## src/sv/memw_pkg.sv

```systemverilog
// ----------------------------------------------------------------------------
// memw_pkg
// Types and fixed widths shared by the minimum-energy window weight unit.
// ----------------------------------------------------------------------------
`default_nettype none

package memw_pkg;

  localparam int SAMPLE_W   = 16;
  localparam int SQ_W       = 32;
  localparam int SUM_W      = 22;
  localparam int NRG_W      = 36;
  localparam int TOT_W      = 27;
  localparam int SEEN_W     = 11;
  localparam int PROD_W     = 47;
  localparam int LEN_W      = 6;
  localparam int CFG_DATA_W = 32;
  localparam int CFG_ADDR_W = 3;

  localparam logic [LEN_W-1:0]  WINDOW_LEN_RESET = 6'd10;
  localparam logic [SEEN_W-1:0] SEEN_MAX         = '1;

  localparam logic signed [TOT_W-1:0] TOT_MAX = {1'b0, {(TOT_W-1){1'b1}}};
  localparam logic signed [TOT_W-1:0] TOT_MIN = {1'b1, {(TOT_W-1){1'b0}}};

  localparam logic signed [PROD_W-1:0] PROD_MAX = {1'b0, {(PROD_W-1){1'b1}}};
  localparam logic signed [PROD_W-1:0] PROD_MIN = {1'b1, {(PROD_W-1){1'b0}}};

  // register word index (byte address bits above the word offset)
  localparam logic [CFG_ADDR_W-3:0] REG_WINDOW_LEN = '0;

  typedef struct packed {
    logic signed [SAMPLE_W-1:0] sample;
    logic                       last_sample;
  } memw_in_t;

  typedef struct packed {
    logic signed [PROD_W-1:0] weighted_total;
    logic                     window_found;
    logic                     sum_saturated;
  } memw_out_t;

  // window result handed from the prefix bank to the best-window tracker
  typedef struct packed {
    logic                    vld;
    logic                    last;
    logic                    full;
    logic signed [TOT_W-1:0] total;
    logic                    clipped;
    logic signed [SUM_W-1:0] win_sum;
    logic [NRG_W-1:0]        win_energy;
  } memw_win_t;

endpackage

`default_nettype wire

```

## src/sv/memw_best.sv

```systemverilog
// ----------------------------------------------------------------------------
// memw_best
// Best-window tracker, end-of-row product with saturation, result register.
// ----------------------------------------------------------------------------
`default_nettype none

module memw_best import memw_pkg::*; (
  input  wire logic      clk,
  input  wire logic      rst_n,
  input  wire logic      adv,
  input  wire memw_win_t win,
  input  wire logic      out_stall,
  output logic           hold,
  output logic           out_valid,
  output memw_out_t      out_data
);

  logic                    have_r, have_n, better;
  logic [NRG_W-1:0]        best_e_r, best_e_n;
  logic signed [SUM_W-1:0] best_s_r, best_s_n;
  logic                    c_go;

  logic                    op_v_r, op_have_r, op_clip_r;
  logic signed [TOT_W-1:0] op_tot_r;
  logic signed [SUM_W-1:0] op_bs_r;
  logic                    drain;
  logic signed [TOT_W+SUM_W-1:0] prod;
  logic signed [PROD_W-1:0]      prod_sat;

  assign c_go   = adv && win.vld;
  assign better = win.full && (!have_r || (win.win_energy < best_e_r));

  always_comb begin
    have_n   = have_r;
    best_e_n = best_e_r;
    best_s_n = best_s_r;
    if (better) begin
      have_n   = 1'b1;
      best_e_n = win.win_energy;
      best_s_n = win.win_sum;
    end
  end

  always_ff @(posedge clk) begin
    if (!rst_n) begin
      have_r   <= 1'b0;
      best_e_r <= '0;
      best_s_r <= '0;
    end else if (c_go) begin
      if (win.last) begin
        have_r   <= 1'b0;
        best_e_r <= '0;
        best_s_r <= '0;
      end else begin
        have_r   <= have_n;
        best_e_r <= best_e_n;
        best_s_r <= best_s_n;
      end
    end
  end

  // row-end operands wait here until the result register is free
  assign drain = op_v_r && (!out_valid || !out_stall);
  assign hold  = op_v_r && out_valid && out_stall;

  always_ff @(posedge clk) begin
    if (!rst_n) begin
      op_v_r <= 1'b0;
    end else begin
      op_v_r <= (op_v_r && !drain) || (c_go && win.last);
    end
  end

  always_ff @(posedge clk) begin
    if (c_go && win.last) begin
      op_tot_r  <= win.total;
      op_bs_r   <= best_s_n;
      op_have_r <= have_n;
      op_clip_r <= win.clipped;
    end
  end

  assign prod = op_tot_r * op_bs_r;

  always_comb begin
    prod_sat = prod[PROD_W-1:0];
    if (!op_have_r) begin
      prod_sat = '0;
    end else if ((prod[TOT_W+SUM_W-1:PROD_W-1] != '0) &&
                 (prod[TOT_W+SUM_W-1:PROD_W-1] != '1)) begin
      prod_sat = prod[TOT_W+SUM_W-1] ? PROD_MIN : PROD_MAX;
    end
  end

  always_ff @(posedge clk) begin
    if (!rst_n) begin
      out_valid <= 1'b0;
    end else if (drain) begin
      out_valid <= 1'b1;
    end else if (!out_stall) begin
      out_valid <= 1'b0;
    end
  end

  always_ff @(posedge clk) begin
    if (drain) begin
      out_data.weighted_total <= prod_sat;
      out_data.window_found   <= op_have_r;
      out_data.sum_saturated  <= op_clip_r;
    end
  end

endmodule

`default_nettype wire

```

## config.mk

```make
export PLATFORM = sky130hd
export DESIGN_NAME = memw_best
export DESIGN_NICKNAME = d
export VERILOG_FILES = /design/src/sv/memw_pkg.sv /design/src/sv/memw_best.sv
export SDC_FILE = /design/constraint.sdc
export NUM_CORES = 2
export LEC_CHECK = 0
export ABC_AREA = 1
export BUFFER_PORTS_ARGS = -buffer_cell sky130_fd_sc_hd__buf_2
export CAP_MARGIN = 20
export CORE_MARGIN = 5
export CORE_UTILIZATION = 45
export DETAILED_ROUTE_END_ITERATION = 7
export SYNTH_ARGS = -nofsm -noshare
export SYNTH_HDL_FRONTEND = slang
export SYNTH_SLANG_ARGS = --single-unit
```

## constraint.sdc

```tcl
create_clock -name clk -period 10 [get_ports clk]
set_input_delay 1 -clock clk [delete_from_list [all_inputs] [get_ports clk]]
set_output_delay 1 -clock clk [all_outputs]
set_load 0.05 [all_outputs]
```

* Word-level counts from Yosys, hierarchy flattened
Index checks and enable logic that the tools add are counted.
** Operators by class
- Reductions and logical operators :: 18
- Equality and inequality tests :: 2
- Magnitude comparators :: 1
- Multiplexer cells :: 10
- Multipliers :: 1
** Operator list (count)
- 47-bit two-way mux :: 2
- 36-bit two-way mux :: 2
- 27-bit by 22-bit multiplier with 49-bit output :: 1
- 22-bit two-way mux :: 2
- 36-bit less-than comparator :: 1
- 1-bit logical AND :: 8
- 1-bit logical NOT :: 4
- 1-bit two-way mux :: 4
- 1-bit logical OR :: 3
- 3-bit != test, second input constant :: 1
- 3-bit nonzero test :: 1
- 2-bit by 1-bit != test with 1-bit output, second input constant :: 1
- 2-bit AND reduction :: 1
- 2-bit nonzero test :: 1
** Storage, ports and cells
- Bits in registers :: 161
- Bits of input ports :: 93
- Logic and storage cells :: 44
- Output and inout port bits :: 51

* Depth between registers and ports, before layout
- Word-level depth :: 6
- Depth in mapped cells :: 35
- Gate-level depth less buffers :: 32

* Worst setup path before layout
No wires, ideal clock.
- Kind :: register to register
- Start point :: register op_bs_r[8]
- End point :: register out_data[15] in the netlist's numbering (data pin)
- Required time :: 9.747 ns
- Buffers on the path :: 3
- Data arrival time :: 6.467 ns
- Setup time :: 0.253 ns
- Cell stages (with the launch flop) :: 29
- Setup slack :: 3.280 ns
- Clock period less this slack :: 6.720 ns
- Cell sequence :: edfxtp_1 clkbuf_1 clkbuf_1 nand2_1 fa_1 inv_1 fa_1 inv_1 fa_1 inv_1 fa_1 inv_1 fa_1 fa_1 fa_1 inv_1 ha_1 nand2_1 nor2_1 inv_1 nor3_2 nand3_1 nand3_1 nand2_1 nand2_1 nand2_4 buf_8 nand3_2 nand2_1
** On the way
- Word-level cells in the longest chain between the ends :: 4
- Elaborated cells on any way between the ends :: 6
- Classes of those cells :: 1 x mul; 1 x eq/ne; 2 x mux; 2 x reduce/logical
** Ends and longest elaborated chain
- from (decl) :: RTL line memw_best.sv:25 : logic signed [SUM_W-1:0] op_bs_r;
- from (signal assigned) :: RTL line memw_best.sv:77 : op_bs_r <= best_s_n;
- 27-bit by 22-bit multiplier with 49-bit output * :: RTL line memw_best.sv:83 : assign prod = op_tot_r * op_bs_r;
- 3-bit != test / 3-bit nonzero test (equally long branches) :: RTL line memw_best.sv:90, memw_best.sv:89
- 1-bit logical AND :: RTL line memw_best.sv:89 : end else if ((prod[TOT_W+SUM_W-1:PROD_W-1] != '0) &&
- 47-bit two-way mux * :: RTL line memw_best.sv:89
- to (decl) :: RTL line memw_best.sv:15 : output memw_out_t out_data
Mark *: on every way between the ends. The rest lies on a longest branch, timed or not.
A chain may end at the register's enable or synchronous reset.

* Final worst setup path
- Start point :: register op_bs_r[1]
- End point :: register out_data[3] in the netlist's numbering (data pin)
The elaborated chain is that of the path after synthesis.

==> out/results.tsv <==
stage	metric	value	unit
place	placed cell areas	31400	um^2
final_layout	# diodes	0	
worst_setup_path	Crit path max-delay family	adder cells	
grt	pin count of the biggest net entering global routing	60	
clock_network	hold buffer count at CTS	0	
sta	Hold Vio Cnt, Final	0	
sta	final setup vio count	0	
worst_setup_path	crit path max fanout	43	
synth	YS warnings	0	
routing	Remaining DRCs	0	
synth	Gate Count Post-Synth	3709	
routing	vias	22754	
hold_path	worst hold stages	0	
synth	Post-synth EDFFs	100	
hold_path	Min-Delay Path Class	reg -> reg	
sta	setup ws final	1940	ps
clock_network	CTS H-Tree Depth	4	
place	hpwl dp	63200	um
grt	met2 Use GR	0.408	
clock_network	CTS buffer count	17	
routing	antenna-violating nets left	0	
synth	asr flop ratio synth	0	
routing	drt pass-1 iters	6	
worst_setup_path	Crit. path cell count	28	
routing	Post-Route WL	79300	um
worst_setup_path	WP data arrival	8400	ps
floorplan	Starting Density	0.455	
final_layout	Final Instance Area	32100	um^2
synth	Yosys top cell by area	fa_1	
floorplan	die area	71900	um^2
worst_setup_path	critical path type	reg -> reg	
grt	GRT busiest layer	met2	
grt	gr usage total	0.230	
sta	aggregate negative setup slack	0	ps
grt	antenna violations before repair	0	
grt	vias in the first global route	24243	
worst_setup_path	Setup crit start kind	flop	
synth	flops & latches, synth	161	
clock_network	CTS root buf	clkbuf_16	
worst_setup_path	Critical Path RT	10330	ps
synth	sequential fraction of the synthesis area	0.141	
final_layout	Final Core Density	0.487	
final_layout	Layout Nets	4631	
floorplan	Die H	268	um
synth	synth top area cells	fa_1 (40%), inv_1 (13%), nand2_1 (12%), edfxtp_1 (10%), ha_1 (7.5%)	
sta	headroom to the max-slew limit	0.207	
routing	DR iter-0 viols	1278	
synth	top cell type's share of synthesized area	0.401	
floorplan	core footprint	66000	um^2
routing	WL/cell	17.1	um
clock_network	Worst-path clk slew	90	ps
sta	RSZ-0062 raised after global routing	false	
routing	drt via density	4.91	
floorplan	Ports	144	
final_layout	Area growth, synth to finish	7.10	%
grt	GRT overflow	0	
synth	mapped cell area	30000	um^2
clock_network	CTS tree	built	
place	pre-CTS WS	1980	ps
synth	Yosys cell types	41	
flow_run	Max Cap Viol	0	
final_layout	share of cells above drive strength 1	0.0740	
grt	grt met1 use	0.292	
worst_setup_path	Crit path largest cell delay	970	ps
sta	Clock Skews	23.7	ps
sta	Max Freq	124	MHz
sta	period utilisation layout	0.806	
sta	Worst-Margin Slew	1190	ps
worst_setup_path	Crit path buffers/inverters	6	
synth	Syn Area/Cell	8.09	um^2
sta	Slew Viols, Final	0	
floorplan	FP Rows	94	
worst_setup_path	Most common cell on crit path	nand2_1	
clock_network	Clock Sinks	161	
clock_network	post_cts resized	0	
sta	Tmin final	8060	ps
worst_setup_path	Crit. End Element	flop	
synth	count leader, synth	inv_1	
floorplan	Die Span X	268	um
clock_network	Post-CTS Repair Setup Buffers	0	
place	port bufs	143	
worst_setup_path	Max stage delay cell, worst path	edfxtp_1	
grt	first-pass GRT wire length	129000	um
grt	met3 GRT Util	0.0329	
synth	most frequent cells after synthesis	inv_1 (1020), nand2_1 (990), fa_1 (601)	
clock_network	clk_lat worst skew	500	ps
worst_setup_path	R2R depth	28	
clock_network	CTS Buffer Depth	2	
synth	Syn Nets	4583	
outcome	status	finished clean	
synth	Primary FF master, synth	edfxtp_1	
place	Final Wtd Congestion	0.922	
final_layout	# fillers	6514	
worst reg2reg max path, delay by kind of cell (launching register included):
kind,cells,cell delay [ps]
adders and majority gates,8,4210
DFF,1,970
buffers and inverters,6,870
and+or+nand+nor,14,1870
registers in the layout, indices dropped and copies added (netlist names):
signal / flops
best_e_r: 36
op_tot_r: 27
have_r: 1
op_bs_r: 22
out_data: 49
op_have_r: 1
out_valid: 1
op_clip_r: 1
best_s_r: 22
op_v_r: 1
worst paths after layout:
| check | from | endpoint | slack [ps] |
|---|---|---|---|
| hold / removal | op_clip_r | out_data[0] | 430 |
| hold reg to reg | op_clip_r | out_data[0] | 430 |
| setup / recovery | op_bs_r[1] | out_data[3] | 1940 |
| setup reg to reg | op_bs_r[1] | out_data[3] | 1940 |
cells in the final DEF, fill, tap and decap left out, types with 3 or more instances in the layout:
cell	instances
a21o_1	7
nor3_1	6
nand3_1	167
nand3_2	12
buf_8	3
o21a_1	3
nor2_1	119
edfxtp_1	100
o21bai_1	12
clkbuf_16	17
dfxtp_1	61
clkinv_8	3
inv_1	1019
or2_2	8
and2_1	22
nand3b_1	3
buf_2	143
nor2_4	3
ha_1	180
a21oi_1	120
nand2_1	990
buf_4	39
inv_2	11
xor2_1	20
nor2_2	8
nand2_2	8
nand4_1	18
xnor2_1	15
o21ai_0	19
inv_8	6
a21oi_2	6
fa_1	601
metrics by stage:
stage          cells  hold WS [ps]
2_1_floorplan   3709           400
3_3_place_gp    4597           406
3_5_place_dp    4597           423
4_1_cts         4629           429
5_1_grt         4634           437
6_report        4634           428
routing by layer:
| layer | up-vias | part of all wire |
|---|---|---|
| li1 | 10769 | - |
| met1 | 11300 | 0.42 |
| met2 | 558 | 0.51 |
| met3 | 127 | 0.049 |
| met4 | 0 | 0.028 |
| met5 | - | 0 |
area by class of cell:
| type | count | area, um^2 | area share |
|---|---|---|---|
| multi-input cells | 2360 | 21200 | 0.660 |
| flip-flops and latches | 161 | 4220 | 0.131 |
| clock buffers | 17 | 425 | 0.0132 |
| clock inverters | 15 | 205 | 0.00639 |
| inverters | 1030 | 3870 | 0.120 |
| repair buffers | 187 | 1110 | 0.0345 |
| well taps | 864 | 1080 | 0.0336 |
logic make-up (layout without fill, tap and decap cells):
family	count (synthesis)	count (layout)	synth area share
flops	161	161	0.141
buf+inv	1188	1249	0.152
simple gates	1371	1371	0.189
xor+xnor	35	35	0.0102
fa+ha+maj	781	781	0.476
compound gates	173	173	0.0317
Power is left out: the tool's default activity adds up to more than one toggle a clock period on the data nets, which glitch-free logic cannot reach.
